===== config.mk =====
export PLATFORM = sky130hd
export DESIGN_NAME = text_console_cursor_engine_unit
export DESIGN_NICKNAME = d
export VERILOG_FILES = /design/src/rtl/core/tcce_pkg.sv /design/src/rtl/core/tcce_regs.sv /design/src/rtl/core/tcce_dp.sv /design/src/rtl/core/tcce_ctrl.sv /design/src/rtl/core/text_console_cursor_engine_unit.sv
export SDC_FILE = /design/constraint.sdc
export NUM_CORES = 1
export LEC_CHECK = 0
export BUFFER_PORTS_ARGS = -buffer_cell sky130_fd_sc_hd__clkbuf_2
export CORE_MARGIN = 10
export CORE_UTILIZATION = 33
export DETAILED_ROUTE_END_ITERATION = 16
export MAX_ROUTING_LAYER = met4
export SYNTH_ARGS = -nofsm -noshare
export SYNTH_HDL_FRONTEND = slang
export SYNTH_SLANG_ARGS = --single-unit

===== constraint.sdc =====
create_clock -name clock -period 29.8 [get_ports clock]
set_clock_uncertainty 0.1 [all_clocks]
set_input_delay 2.98 -clock clock [delete_from_list [all_inputs] [get_ports clock]]
set_output_delay 2.98 -clock clock [all_outputs]
set_load 0.02 [all_outputs]

===== src/rtl/core/tcce_pkg.sv =====
// Shared types, constants and codes for the text console cursor engine.
`timescale 1ns / 1ps

package tcce_pkg;

   // Spacing and console constants
   localparam int CHAR_GAP       = 1;
   localparam int LINE_GAP       = 2;
   localparam int TAB_SPACES     = 4;
   localparam int COORD_BITS_DEF = 12;
   localparam int MAX_CMDS       = 8;

   localparam int CNT_W  = $clog2(MAX_CMDS + 1);
   localparam int TAB_W  = $clog2(TAB_SPACES + 1);
   localparam int MUL_W  = 18;
   localparam int ADDR_W = 5;
   localparam int DATA_W = 32;

   // Character codes
   localparam logic [7:0] CHR_BACKSPACE = 8'h08;
   localparam logic [7:0] CHR_TAB       = 8'h09;
   localparam logic [7:0] CHR_NEWLINE   = 8'h0A;
   localparam logic [7:0] CHR_SPACE     = 8'h20;
   localparam logic [7:0] PRINT_LO      = 8'd32;
   localparam logic [7:0] PRINT_HI      = 8'd127;

   // Register indexes
   localparam logic [2:0] REG_GLYPH_W    = 3'd0;
   localparam logic [2:0] REG_GLYPH_H    = 3'd1;
   localparam logic [2:0] REG_SCALE      = 3'd2;
   localparam logic [2:0] REG_SCREEN_W   = 3'd3;
   localparam logic [2:0] REG_SCREEN_H   = 3'd4;
   localparam logic [2:0] REG_FG_COLOR   = 3'd5;
   localparam logic [2:0] REG_BACK_COLOR = 3'd6;

   // Register reset values
   localparam logic [5:0]  RST_GLYPH_W    = 6'd8;
   localparam logic [5:0]  RST_GLYPH_H    = 6'd16;
   localparam logic [2:0]  RST_SCALE      = 3'd1;
   localparam logic [12:0] RST_SCREEN_W   = 13'd1024;
   localparam logic [12:0] RST_SCREEN_H   = 13'd768;
   localparam logic [23:0] RST_FG_COLOR   = 24'hFFFFFF;
   localparam logic [23:0] RST_BACK_COLOR = 24'h000000;

   typedef enum logic [1:0] {
      OP_PUT    = 2'd0,
      OP_SETCUR = 2'd1,
      OP_CLEAR  = 2'd2,
      OP_NONE   = 2'd3
   } op_type;

   typedef enum logic [1:0] {
      CMD_GLYPH  = 2'd0,
      CMD_FILL   = 2'd1,
      CMD_SCROLL = 2'd2
   } out_cmd_type;

   typedef enum logic [2:0] {
      CLS_OTHER,
      CLS_PRINT,
      CLS_TAB,
      CLS_NEWLINE,
      CLS_BACKSPACE
   } char_class_type;

   typedef enum logic [3:0] {
      DP_NOP,
      DP_LOAD,
      DP_GLYPH,
      DP_SCROLL,
      DP_NEWLINE,
      DP_ERASE,
      DP_MUL,
      DP_SETCUR,
      DP_CLEAR
   } dp_op_type;

   // Saturated and derived geometry
   typedef struct packed {
      logic [7:0]  cell_step;
      logic [7:0]  line_step;
      logic [7:0]  box_w;
      logic [7:0]  box_h;
      logic [12:0] scr_w;
      logic [12:0] scr_h;
      logic [2:0]  scale;
      logic [23:0] fg_color;
      logic [23:0] back_color;
   } geom_type;

   typedef struct packed {
      dp_op_type op;
      logic      emit;
      logic      last;
   } dp_cmd_type;

   typedef struct packed {
      op_type         opcode;
      char_class_type char_class;
      logic           wrap_scroll;
      logic           nl_scroll;
      logic           at_origin;
      logic           out_free;
   } dp_status_type;

endpackage


===== src/rtl/core/tcce_regs.sv =====
// Configuration register file with saturation and derived glyph geometry.
`timescale 1ns / 1ps

module tcce_regs import tcce_pkg::*; (
   input  logic              clock,
   input  logic              reset,
   input  logic              csr_psel,
   input  logic              csr_penable,
   input  logic              csr_pwrite,
   input  logic [ADDR_W-1:0] csr_paddr,
   input  logic [DATA_W-1:0] csr_pwdata,
   output logic [DATA_W-1:0] csr_prdata,
   output logic              csr_pready,
   output geom_type          geom
);

   logic [5:0]  glyph_w_ff;
   logic [5:0]  glyph_h_ff;
   logic [2:0]  scale_ff;
   logic [12:0] screen_w_ff;
   logic [12:0] screen_h_ff;
   logic [23:0] fg_ff;
   logic [23:0] bg_ff;
   geom_type    geom_ff;
   geom_type    geom_in;

   logic        wr_en;
   logic [2:0]  reg_idx;
   logic [5:0]  gw_sat;
   logic [5:0]  gh_sat;
   logic [2:0]  sc_sat;
   logic [12:0] sw_sat;
   logic [12:0] sh_sat;

   assign csr_pready = 1'b1;
   assign wr_en      = csr_psel && csr_penable && csr_pwrite && csr_pready;
   assign reg_idx    = csr_paddr[4:2];

   // Take register writes
   always_ff @(posedge clock) begin
      if (reset) begin
         glyph_w_ff  <= RST_GLYPH_W;
         glyph_h_ff  <= RST_GLYPH_H;
         scale_ff    <= RST_SCALE;
         screen_w_ff <= RST_SCREEN_W;
         screen_h_ff <= RST_SCREEN_H;
         fg_ff       <= RST_FG_COLOR;
         bg_ff       <= RST_BACK_COLOR;
      end else if (wr_en) begin
         case (reg_idx)
            REG_GLYPH_W:    glyph_w_ff  <= csr_pwdata[5:0];
            REG_GLYPH_H:    glyph_h_ff  <= csr_pwdata[5:0];
            REG_SCALE:      scale_ff    <= csr_pwdata[2:0];
            REG_SCREEN_W:   screen_w_ff <= csr_pwdata[12:0];
            REG_SCREEN_H:   screen_h_ff <= csr_pwdata[12:0];
            REG_FG_COLOR:   fg_ff       <= csr_pwdata[23:0];
            REG_BACK_COLOR: bg_ff       <= csr_pwdata[23:0];
            default: begin
            end
         endcase
      end
   end

   // Return register contents
   always_comb begin
      case (reg_idx)
         REG_GLYPH_W:    csr_prdata = DATA_W'(glyph_w_ff);
         REG_GLYPH_H:    csr_prdata = DATA_W'(glyph_h_ff);
         REG_SCALE:      csr_prdata = DATA_W'(scale_ff);
         REG_SCREEN_W:   csr_prdata = DATA_W'(screen_w_ff);
         REG_SCREEN_H:   csr_prdata = DATA_W'(screen_h_ff);
         REG_FG_COLOR:   csr_prdata = DATA_W'(fg_ff);
         REG_BACK_COLOR: csr_prdata = DATA_W'(bg_ff);
         default:        csr_prdata = '0;
      endcase
   end

   // Clamp register values to their usable ranges
   always_comb begin
      gw_sat = (glyph_w_ff == 6'd0) ? 6'd1 : ((glyph_w_ff > 6'd32) ? 6'd32 : glyph_w_ff);
      gh_sat = (glyph_h_ff == 6'd0) ? 6'd1 : ((glyph_h_ff > 6'd32) ? 6'd32 : glyph_h_ff);
      sc_sat = (scale_ff == 3'd0) ? 3'd1 : ((scale_ff > 3'd4) ? 3'd4 : scale_ff);
      sw_sat = (screen_w_ff == 13'd0) ? 13'd1 :
               ((screen_w_ff > 13'd4096) ? 13'd4096 : screen_w_ff);
      sh_sat = (screen_h_ff == 13'd0) ? 13'd1 :
               ((screen_h_ff > 13'd4096) ? 13'd4096 : screen_h_ff);
   end

   // Form steps and box sizes
   always_comb begin
      geom_in.cell_step  = 8'(({2'b00, gw_sat} + 8'(CHAR_GAP)) * {5'b00000, sc_sat});
      geom_in.line_step  = 8'(({2'b00, gh_sat} + 8'(LINE_GAP)) * {5'b00000, sc_sat});
      geom_in.box_w      = 8'({2'b00, gw_sat} * {5'b00000, sc_sat});
      geom_in.box_h      = 8'({2'b00, gh_sat} * {5'b00000, sc_sat});
      geom_in.scr_w      = sw_sat;
      geom_in.scr_h      = sh_sat;
      geom_in.scale      = sc_sat;
      geom_in.fg_color   = fg_ff;
      geom_in.back_color = bg_ff;
   end

   always_ff @(posedge clock) begin
      geom_ff <= geom_in;
   end

   assign geom = geom_ff;

endmodule


===== src/rtl/core/tcce_dp.sv =====
// Datapath: input latch, cursor registers, position arithmetic and result register.
`timescale 1ns / 1ps

module tcce_dp import tcce_pkg::*; #(
   parameter int COORD_BITS = COORD_BITS_DEF
) (
   input  logic          clock,
   input  logic          reset,
   input  geom_type      geom,
   input  dp_cmd_type    cmd,
   output dp_status_type status,
   input  logic [1:0]    req_opcode,
   input  logic [7:0]    req_char_code,
   input  logic [9:0]    req_column,
   input  logic [9:0]    req_row,
   output logic          rsp_valid,
   input  logic          rsp_ready,
   output logic [1:0]    rsp_command,
   output logic [11:0]   rsp_pos_x,
   output logic [11:0]   rsp_pos_y,
   output logic [12:0]   rsp_rect_width,
   output logic [12:0]   rsp_rect_height,
   output logic [7:0]    rsp_glyph_code,
   output logic [23:0]   rsp_color,
   output logic [2:0]    rsp_glyph_scale,
   output logic          rsp_last
);

   localparam int CALC_W = (COORD_BITS > MUL_W ? COORD_BITS : MUL_W) + 2;

   // Latched item
   op_type              op_ff;
   logic [7:0]          char_ff;
   logic [9:0]          col_ff;
   logic [9:0]          row_ff;

   // Cursor and set-cursor products
   logic [COORD_BITS-1:0] cx_ff;
   logic [COORD_BITS-1:0] cy_ff;
   logic [CALC_W-1:0]     cx_in;
   logic [CALC_W-1:0]     cy_in;
   logic [MUL_W-1:0]      px_ff;
   logic [MUL_W-1:0]      py_ff;

   // Result register
   logic                rsp_valid_ff;
   out_cmd_type         command_ff;
   logic [11:0]         pos_x_ff;
   logic [11:0]         pos_y_ff;
   logic [12:0]         rect_w_ff;
   logic [12:0]         rect_h_ff;
   logic [7:0]          code_ff;
   logic [23:0]         color_ff;
   logic [2:0]          gscale_ff;
   logic                last_ff;

   logic [CALC_W-1:0]   cx;
   logic [CALC_W-1:0]   cy;
   logic [CALC_W-1:0]   cs;
   logic [CALC_W-1:0]   ls;
   logic [CALC_W-1:0]   bw;
   logic [CALC_W-1:0]   bh;
   logic [CALC_W-1:0]   sw;
   logic [CALC_W-1:0]   sh;
   logic [CALC_W-1:0]   nx;
   logic [CALC_W-1:0]   ny;
   logic [CALC_W-1:0]   nl_y;
   logic [CALC_W-1:0]   right_x;
   logic [CALC_W-1:0]   bottom_y;
   logic [CALC_W-1:0]   px;
   logic [CALC_W-1:0]   py;
   logic                wrap;
   logic                nl_scroll;
   char_class_type      char_class;

   assign cx = CALC_W'(cx_ff);
   assign cy = CALC_W'(cy_ff);
   assign cs = CALC_W'(geom.cell_step);
   assign ls = CALC_W'(geom.line_step);
   assign bw = CALC_W'(geom.box_w);
   assign bh = CALC_W'(geom.box_h);
   assign sw = CALC_W'(geom.scr_w);
   assign sh = CALC_W'(geom.scr_h);
   assign px = CALC_W'(px_ff);
   assign py = CALC_W'(py_ff);

   // Advance and wrap tests
   assign nx        = cx + cs;
   assign ny        = cy + ls;
   assign wrap      = (nx + bw) > sw;
   assign nl_scroll = (ny + bh) > sh;
   assign nl_y      = nl_scroll ? cy : ny;
   assign right_x   = (sw > bw) ? sw - bw : '0;
   assign bottom_y  = (sh > bh) ? sh - bh : '0;

   // Classify the latched character
   always_comb begin
      if (char_ff == CHR_NEWLINE) begin
         char_class = CLS_NEWLINE;
      end else if (char_ff == CHR_TAB) begin
         char_class = CLS_TAB;
      end else if (char_ff == CHR_BACKSPACE) begin
         char_class = CLS_BACKSPACE;
      end else if (char_ff inside {[PRINT_LO:PRINT_HI]}) begin
         char_class = CLS_PRINT;
      end else begin
         char_class = CLS_OTHER;
      end
   end

   assign status.opcode      = op_ff;
   assign status.char_class  = char_class;
   assign status.wrap_scroll = wrap && nl_scroll;
   assign status.nl_scroll   = nl_scroll;
   assign status.at_origin   = (cx_ff == '0) && (cy_ff == '0);
   assign status.out_free    = !rsp_valid_ff || rsp_ready;

   // Latch the accepted item
   always_ff @(posedge clock) begin
      if (cmd.op == DP_LOAD) begin
         op_ff   <= op_type'(req_opcode);
         char_ff <= req_char_code;
         col_ff  <= req_column;
         row_ff  <= req_row;
      end
   end

   // Scale column and row to pixels
   always_ff @(posedge clock) begin
      if (cmd.op == DP_MUL) begin
         px_ff <= MUL_W'(col_ff) * MUL_W'(geom.cell_step);
         py_ff <= MUL_W'(row_ff) * MUL_W'(geom.line_step);
      end
   end

   // Next cursor
   always_comb begin
      cx_in = cx;
      cy_in = cy;
      case (cmd.op)
         DP_GLYPH: begin
            if (wrap) begin
               cx_in = '0;
               cy_in = nl_y;
            end else begin
               cx_in = nx;
            end
         end
         DP_NEWLINE: begin
            cx_in = '0;
            cy_in = nl_y;
         end
         DP_ERASE: begin
            if (cx == '0) begin
               cx_in = right_x;
               cy_in = (cy >= ls) ? cy - ls : cy;
            end else begin
               cx_in = (cx > cs) ? cx - cs : '0;
            end
         end
         DP_SETCUR: begin
            cx_in = (px >= sw) ? right_x : px;
            cy_in = (py >= sh) ? bottom_y : py;
         end
         DP_CLEAR: begin
            cx_in = '0;
            cy_in = '0;
         end
         default: begin
         end
      endcase
   end

   always_ff @(posedge clock) begin
      if (reset) begin
         cx_ff <= '0;
         cy_ff <= '0;
      end else begin
         cx_ff <= cx_in[COORD_BITS-1:0];
         cy_ff <= cy_in[COORD_BITS-1:0];
      end
   end

   // Hold the result until the transfer completes
   always_ff @(posedge clock) begin
      if (reset) begin
         rsp_valid_ff <= 1'b0;
      end else if (cmd.emit) begin
         rsp_valid_ff <= 1'b1;
      end else if (rsp_ready) begin
         rsp_valid_ff <= 1'b0;
      end
   end

   // Load the result fields
   always_ff @(posedge clock) begin
      if (cmd.emit) begin
         last_ff <= cmd.last;
         case (cmd.op)
            DP_GLYPH: begin
               command_ff <= CMD_GLYPH;
               pos_x_ff   <= cx[11:0];
               pos_y_ff   <= cy[11:0];
               rect_w_ff  <= '0;
               rect_h_ff  <= '0;
               code_ff    <= (char_class == CLS_TAB) ? CHR_SPACE : char_ff;
               color_ff   <= geom.fg_color;
               gscale_ff  <= geom.scale;
            end
            DP_ERASE: begin
               // fill the cell the cursor steps back onto
               command_ff <= CMD_FILL;
               pos_x_ff   <= 12'(cx_in[COORD_BITS-1:0]);
               pos_y_ff   <= 12'(cy_in[COORD_BITS-1:0]);
               rect_w_ff  <= 13'(geom.box_w);
               rect_h_ff  <= 13'(geom.box_h);
               code_ff    <= '0;
               color_ff   <= geom.back_color;
               gscale_ff  <= 3'd1;
            end
            DP_CLEAR: begin
               command_ff <= CMD_FILL;
               pos_x_ff   <= '0;
               pos_y_ff   <= '0;
               rect_w_ff  <= geom.scr_w;
               rect_h_ff  <= geom.scr_h;
               code_ff    <= '0;
               color_ff   <= geom.back_color;
               gscale_ff  <= 3'd1;
            end
            default: begin
               command_ff <= CMD_SCROLL;
               pos_x_ff   <= '0;
               pos_y_ff   <= '0;
               rect_w_ff  <= '0;
               rect_h_ff  <= 13'(geom.line_step);
               code_ff    <= '0;
               color_ff   <= geom.back_color;
               gscale_ff  <= 3'd1;
            end
         endcase
      end
   end

   assign rsp_valid       = rsp_valid_ff;
   assign rsp_command     = command_ff;
   assign rsp_pos_x       = pos_x_ff;
   assign rsp_pos_y       = pos_y_ff;
   assign rsp_rect_width  = rect_w_ff;
   assign rsp_rect_height = rect_h_ff;
   assign rsp_glyph_code  = code_ff;
   assign rsp_color       = color_ff;
   assign rsp_glyph_scale = gscale_ff;
   assign rsp_last        = last_ff;

endmodule


===== src/rtl/core/tcce_ctrl.sv =====
// Controller: sequences each console operation into datapath steps and commands.
`timescale 1ns / 1ps

module tcce_ctrl import tcce_pkg::*; (
   input  logic          clock,
   input  logic          reset,
   input  logic          req_valid,
   output logic          req_ready,
   input  dp_status_type status,
   output dp_cmd_type    cmd
);

   typedef enum logic [3:0] {
      S_IDLE,
      S_DECODE,
      S_GLYPH,
      S_SCROLL,
      S_NEWLINE,
      S_ERASE,
      S_MUL,
      S_SETCUR,
      S_CLEAR
   } state_type;

   state_type        state_ff;
   state_type        state_in;
   logic [CNT_W-1:0] count_ff;
   logic [CNT_W-1:0] count_in;
   logic [TAB_W-1:0] tab_ff;
   logic [TAB_W-1:0] tab_in;
   logic             tab_mode_ff;
   logic             tab_mode_in;

   logic             room;
   logic             near_full;
   logic             final_space;

   assign room        = count_ff < CNT_W'(MAX_CMDS);
   assign near_full   = count_ff == CNT_W'(MAX_CMDS - 1);
   assign final_space = !tab_mode_ff || (tab_ff == TAB_W'(TAB_SPACES - 1));
   assign req_ready   = (state_ff == S_IDLE);

   // Next state and datapath step
   always_comb begin
      state_in    = state_ff;
      count_in    = count_ff;
      tab_in      = tab_ff;
      tab_mode_in = tab_mode_ff;
      cmd.op      = DP_NOP;
      cmd.emit    = 1'b0;
      cmd.last    = 1'b0;
      case (state_ff)
         S_IDLE: begin
            if (req_valid) begin
               cmd.op      = DP_LOAD;
               count_in    = '0;
               tab_in      = '0;
               tab_mode_in = 1'b0;
               state_in    = S_DECODE;
            end
         end
         S_DECODE: begin
            case (status.opcode)
               OP_PUT: begin
                  case (status.char_class)
                     CLS_PRINT:     state_in = S_GLYPH;
                     CLS_TAB: begin
                        tab_mode_in = 1'b1;
                        state_in    = S_GLYPH;
                     end
                     CLS_NEWLINE:   state_in = S_NEWLINE;
                     CLS_BACKSPACE: state_in = S_ERASE;
                     default:       state_in = S_IDLE;
                  endcase
               end
               OP_SETCUR: state_in = S_MUL;
               OP_CLEAR:  state_in = S_CLEAR;
               default:   state_in = S_IDLE;
            endcase
         end
         S_GLYPH: begin
            // past the command limit the cursor still moves, nothing is sent
            if (!room || status.out_free) begin
               cmd.op   = DP_GLYPH;
               cmd.emit = room;
               cmd.last = near_full || (final_space && !status.wrap_scroll);
               if (room) begin
                  count_in = count_ff + 1'b1;
               end
               if (status.wrap_scroll) begin
                  state_in = S_SCROLL;
               end else if (final_space) begin
                  state_in = S_IDLE;
               end else begin
                  tab_in = tab_ff + 1'b1;
               end
            end
         end
         S_SCROLL: begin
            if (!room || status.out_free) begin
               cmd.op   = DP_SCROLL;
               cmd.emit = room;
               cmd.last = near_full || final_space;
               if (room) begin
                  count_in = count_ff + 1'b1;
               end
               if (final_space) begin
                  state_in = S_IDLE;
               end else begin
                  tab_in   = tab_ff + 1'b1;
                  state_in = S_GLYPH;
               end
            end
         end
         S_NEWLINE: begin
            if (!status.nl_scroll || status.out_free) begin
               cmd.op   = DP_NEWLINE;
               cmd.emit = status.nl_scroll;
               cmd.last = 1'b1;
               state_in = S_IDLE;
            end
         end
         S_ERASE: begin
            if (status.at_origin) begin
               state_in = S_IDLE;
            end else if (status.out_free) begin
               cmd.op   = DP_ERASE;
               cmd.emit = 1'b1;
               cmd.last = 1'b1;
               state_in = S_IDLE;
            end
         end
         S_MUL: begin
            cmd.op   = DP_MUL;
            state_in = S_SETCUR;
         end
         S_SETCUR: begin
            cmd.op   = DP_SETCUR;
            state_in = S_IDLE;
         end
         S_CLEAR: begin
            if (status.out_free) begin
               cmd.op   = DP_CLEAR;
               cmd.emit = 1'b1;
               cmd.last = 1'b1;
               state_in = S_IDLE;
            end
         end
         default: begin
            state_in = S_IDLE;
         end
      endcase
   end

   // Hold state and counters
   always_ff @(posedge clock) begin
      if (reset) begin
         state_ff    <= S_IDLE;
         count_ff    <= '0;
         tab_ff      <= '0;
         tab_mode_ff <= 1'b0;
      end else begin
         state_ff    <= state_in;
         count_ff    <= count_in;
         tab_ff      <= tab_in;
         tab_mode_ff <= tab_mode_in;
      end
   end

endmodule


===== src/rtl/core/text_console_cursor_engine_unit.sv =====
// Top level of the text console cursor engine.
// Steps: take, decode, then glyph (+ scroll at bottom), newline, erase or clear;
// set cursor multiplies then sets; a tab is a glyph (+ scroll) per space.
// Throughput: one item at a time, set by the controller sequence; each command
// waits in the result register, so a stalled transfer holds the step sequence.
// Reset: synchronous; cursor to 0,0, registers to defaults; no clearing pass.
`timescale 1ns / 1ps

module text_console_cursor_engine_unit import tcce_pkg::*; #(
   parameter int COORD_BITS = COORD_BITS_DEF
) (
   input  logic              clock,
   input  logic              reset,
   // console operations
   input  logic              req_valid,
   output logic              req_ready,
   input  logic [1:0]        req_opcode,
   input  logic [7:0]        req_char_code,
   input  logic [9:0]        req_column,
   input  logic [9:0]        req_row,
   // drawing commands
   output logic              rsp_valid,
   input  logic              rsp_ready,
   output logic [1:0]        rsp_command,
   output logic [11:0]       rsp_pos_x,
   output logic [11:0]       rsp_pos_y,
   output logic [12:0]       rsp_rect_width,
   output logic [12:0]       rsp_rect_height,
   output logic [7:0]        rsp_glyph_code,
   output logic [23:0]       rsp_color,
   output logic [2:0]        rsp_glyph_scale,
   output logic              rsp_last,
   // configuration
   input  logic              csr_psel,
   input  logic              csr_penable,
   input  logic              csr_pwrite,
   input  logic [ADDR_W-1:0] csr_paddr,
   input  logic [DATA_W-1:0] csr_pwdata,
   output logic [DATA_W-1:0] csr_prdata,
   output logic              csr_pready
);

   geom_type      geom;
   dp_cmd_type    dp_cmd;
   dp_status_type dp_status;

   tcce_regs u_regs (
      .clock       (clock),
      .reset       (reset),
      .csr_psel    (csr_psel),
      .csr_penable (csr_penable),
      .csr_pwrite  (csr_pwrite),
      .csr_paddr   (csr_paddr),
      .csr_pwdata  (csr_pwdata),
      .csr_prdata  (csr_prdata),
      .csr_pready  (csr_pready),
      .geom        (geom)
   );

   tcce_ctrl u_ctrl (
      .clock     (clock),
      .reset     (reset),
      .req_valid (req_valid),
      .req_ready (req_ready),
      .status    (dp_status),
      .cmd       (dp_cmd)
   );

   tcce_dp #(
      .COORD_BITS (COORD_BITS)
   ) u_dp (
      .clock           (clock),
      .reset           (reset),
      .geom            (geom),
      .cmd             (dp_cmd),
      .status          (dp_status),
      .req_opcode      (req_opcode),
      .req_char_code   (req_char_code),
      .req_column      (req_column),
      .req_row         (req_row),
      .rsp_valid       (rsp_valid),
      .rsp_ready       (rsp_ready),
      .rsp_command     (rsp_command),
      .rsp_pos_x       (rsp_pos_x),
      .rsp_pos_y       (rsp_pos_y),
      .rsp_rect_width  (rsp_rect_width),
      .rsp_rect_height (rsp_rect_height),
      .rsp_glyph_code  (rsp_glyph_code),
      .rsp_color       (rsp_color),
      .rsp_glyph_scale (rsp_glyph_scale),
      .rsp_last        (rsp_last)
   );

endmodule


==> metrics <==
# IOs 197; Root Buffer sky130_fd_sc_hd__clkbuf_16; dominant register cell in the synthesized netlist sky130_fd_sc_hd__dfxtp_1; gr ovfl total 0; internal power 0.001099 W; final worst-path cycle share 27.11%; Detailed Route WL 76.02 mm; PD cells 55.21 nW/um^2; tightest slew margin relative to the limit 21.93%; transition time at the pin with the least slew margin 1163 ps; type of the worst setup path primary input to output pin; sum of negative setup slack 0 ps; half-perimeter wire length after placement 56.99 mm; PnR Total Power 0.001633 W; clock share of power 35.5%; global-route wire length before repair 118.8 mm; unrepaired setup endpoints after global routing no; number of iterations in the first detailed-routing pass 6; post-CTS setup-driven buffer insertion count 0; detail-routed net length per standard cell 18.70 um; Starting Density 33.23%; Worst Hold Launch u_regs.bg_ff[11]$_SDFFE_PP0P_; P&R area growth vs syn 13.06%; Max Clock Freq 123.8 MHz; number of antenna violations at the first check in global routing 0; ant diodes 0; core region area 78740 um^2; fraction of final layout cells with drive strength greater than 1 10.32%; part of the total power dissipated in sequential elements 38.6%; pin count of the biggest net entering global routing 73; most frequent standard cell in the layout excluding fill and tap cells sky130_fd_sc_hd__nand2_1; launching element of the worst setup path csr_paddr[4]; post-route cell area 29580 um^2; # resized after CTS 0; # setup viols final 0; leakage power 12.64 nW; final routed DRC violation total 0; critical path capture point type output pin; final net count 3400; post-CTS clock slew at the launch and capture registers of the worst setup and hold paths 60 ps; count of buffers inserted at the top-level ports 177; ratio of routed vias to standard cells 5.046; max cap viols 0; count of different cell masters after synthesis 93; sequential fraction of the synthesis area 35.58%; top fanout value on the critical path 18; number of synthesized register bits 388; Finished Layout Cells 4065; warnings from Yosys 0; hold_buf cts 0; count of H-tree levels built during CTS 2; origin of the critical flop-to-flop path u_regs.geom[94]$_DFF_P_; net switching fraction of the power 32.72%; CTS tree yes; number of buffers created by CTS 47; filler cell count 7926; Horiz. Die Dim 301.6 um; height of the die 301.6 um; total net switching power 0.0005344 W; number of clock sinks 388; worst vdd rail ir drop 0.04840 mV; GR Util All Layers 17.04%; commonest cells after routing, fill and taps aside sky130_fd_sc_hd__nand2_1, sky130_fd_sc_hd__inv_1, sky130_fd_sc_hd__dfxtp_1; residual antenna-violating net count after detailed routing 0; cell area after technology mapping 26160 um^2; number of placement rows 103; status completed; post-route core utilization 37.57%; Logic pwr share 25.8%; post-placement cell count 3979; critical path arrival 5000 ps; full die area 90950 um^2; number of global-route vias before repair 20.45k; Mapped Avg Cell Area 9.158 um^2; fin crit period 8078 ps; kind of launch point of the worst setup path primary input; maximum number of buffers from clock root to sink 3; later-pin clock latency in the skew report 600 ps; number of enable flip-flop cells after synthesis 154; gate count of the mapped netlist 2857; post-detailed-placement cell area 28030 um^2; drt initial violations 1466; GPL Wtd Cong 0.9443; count of final hold-check violations 0; Hold/Removal Path Class register to register; share of async-settable or async-resettable flops after synthesis 0%; Req. time, crit path 26720 ps; overall via count from detail_route 20.51k; final number of max-transition violations 0
state kept, by name, summed over array words and instances (netlist names), 4 cells and up:
name and flops:
u_ctrl.count_ff 4, u_ctrl.state_ff 4, u_dp.char_ff 8, u_dp.col_ff 10
u_dp.cx_ff 12, u_dp.cy_ff 12, u_dp.px_ff 18, u_dp.py_ff 18
u_dp.row_ff 10, u_dp.rsp_color 24, u_dp.rsp_glyph_code 8, u_dp.rsp_pos_x 12
u_dp.rsp_pos_y 12, u_dp.rsp_rect_height 13, u_dp.rsp_rect_width 13, u_regs.bg_ff 24
u_regs.fg_ff 24, u_regs.geom 108, u_regs.glyph_h_ff 6, u_regs.glyph_w_ff 6
u_regs.screen_h_ff 13, u_regs.screen_w_ff 13
final cells by class:
| cell class | instances | area [um^2] | area share [%] |
|---|---|---|---|
| flip-flops and latches | 388 | 9309 | 31.47 |
| repair buffers | 200 | 1061 | 3.587 |
| inverters | 276 | 1036 | 3.502 |
| multi-input cells | 2065 | 15310 | 51.76 |
| well taps | 1050 | 1314 | 4.441 |
| clock buffers | 62 | 1282 | 4.336 |
| clock inverters | 24 | 267.8 | 0.9052 |
routing by layer:
layer	part of all wire [%]	track usage, %	up-vias
met5	0	-	-
met4	2.7	4.680	0
met1	46	22.86	9804
li1	-	-	10042
met2	45	26.37	571
met3	6.2	2.703	93
cells by family (layout without fill, tap and decap cells):
logic type / after synthesis / count (layout) / synth area share, %
adders and majority gates: 348 / 348 / 20.26
AOI/OAI and AO/OA: 575 / 575 / 14.89
and+or+nand+nor: 985 / 985 / 17.95
xor gates and xnor gates: 115 / 115 / 3.850
buffers and inverters: 413 / 562 / 6.179
DFF: 388 / 388 / 35.58
muxes: 31 / 31 / 1.262
other: 2 / 11 / 0.02870
synth_stat cells, types with 25 or more instances:
library cell | number | area share (%)
sky130_fd_sc_hd__nand3_1 | 46 | 0.88
sky130_fd_sc_hd__clkbuf_1 | 107 | 1.5
sky130_fd_sc_hd__a31oi_1 | 25 | 0.60
sky130_fd_sc_hd__inv_1 | 274 | 3.9
sky130_fd_sc_hd__a21o_1 | 35 | 1.0
sky130_fd_sc_hd__nand2b_1 | 26 | 0.62
sky130_fd_sc_hd__xnor2_1 | 86 | 2.9
sky130_fd_sc_hd__xor2_1 | 29 | 0.97
sky130_fd_sc_hd__nand2_1 | 436 | 6.3
sky130_fd_sc_hd__nor2_1 | 122 | 1.8
sky130_fd_sc_hd__a22oi_1 | 32 | 0.92
sky130_fd_sc_hd__a211o_1 | 28 | 0.94
sky130_fd_sc_hd__nor3_1 | 52 | 0.99
sky130_fd_sc_hd__and2_1 | 108 | 2.6
sky130_fd_sc_hd__dfxtp_1 | 234 | 18
sky130_fd_sc_hd__o21ai_0 | 88 | 1.7
sky130_fd_sc_hd__fa_1 | 126 | 9.6
sky130_fd_sc_hd__nor2b_1 | 81 | 1.9
sky130_fd_sc_hd__ha_1 | 222 | 11
sky130_fd_sc_hd__edfxtp_1 | 154 | 18
sky130_fd_sc_hd__nor4_1 | 29 | 0.69
sky130_fd_sc_hd__a21oi_1 | 145 | 2.8
worst max-delay path, stage by stage:
cell,delay [ps]
sky130_fd_sc_hd__clkbuf_2,250
sky130_fd_sc_hd__inv_1,200
sky130_fd_sc_hd__nor2_1,250
sky130_fd_sc_hd__and2_1,760
sky130_fd_sc_hd__a22oi_1,190
sky130_fd_sc_hd__nand2_1,150
sky130_fd_sc_hd__clkbuf_2,190
final timing paths:
check             slack, ps                        to  cells past startpoint
setup / recovery      21720            csr_prdata[10]                      7
hold / removal          260   u_regs.geom[11]$_DFF_P_                      0
setup reg to reg      22810  u_dp.cy_ff[3]$_SDFF_PP0_                     21
hold reg to reg         260   u_regs.geom[11]$_DFF_P_                      0
through the flow:
| stage | worst slack [ps] | hold WS (ps) |
|---|---|---|
| after CTS | 21670 | 254.6 |
| after global routing | 21550 | 260.5 |
| after global placement | 21700 | 254.0 |
| after floorplan | 18880 | 238.7 |
| final | 21720 | 260.3 |
| after detailed placement | 21670 | 255.2 |
power groups by stage:
stage               Combinational (W)  Clock, W  Sequential [W]
floorplan                    0.000307         0        0.000645
global placement             0.000421         0        0.000642
detailed placement           0.000423         0        0.000642
CTS                          0.000427  0.000597        0.000631
global route                 0.000478  0.000616        0.000635
finish                       0.000422  0.000580        0.000631
(Power assumes the default switching activity.)
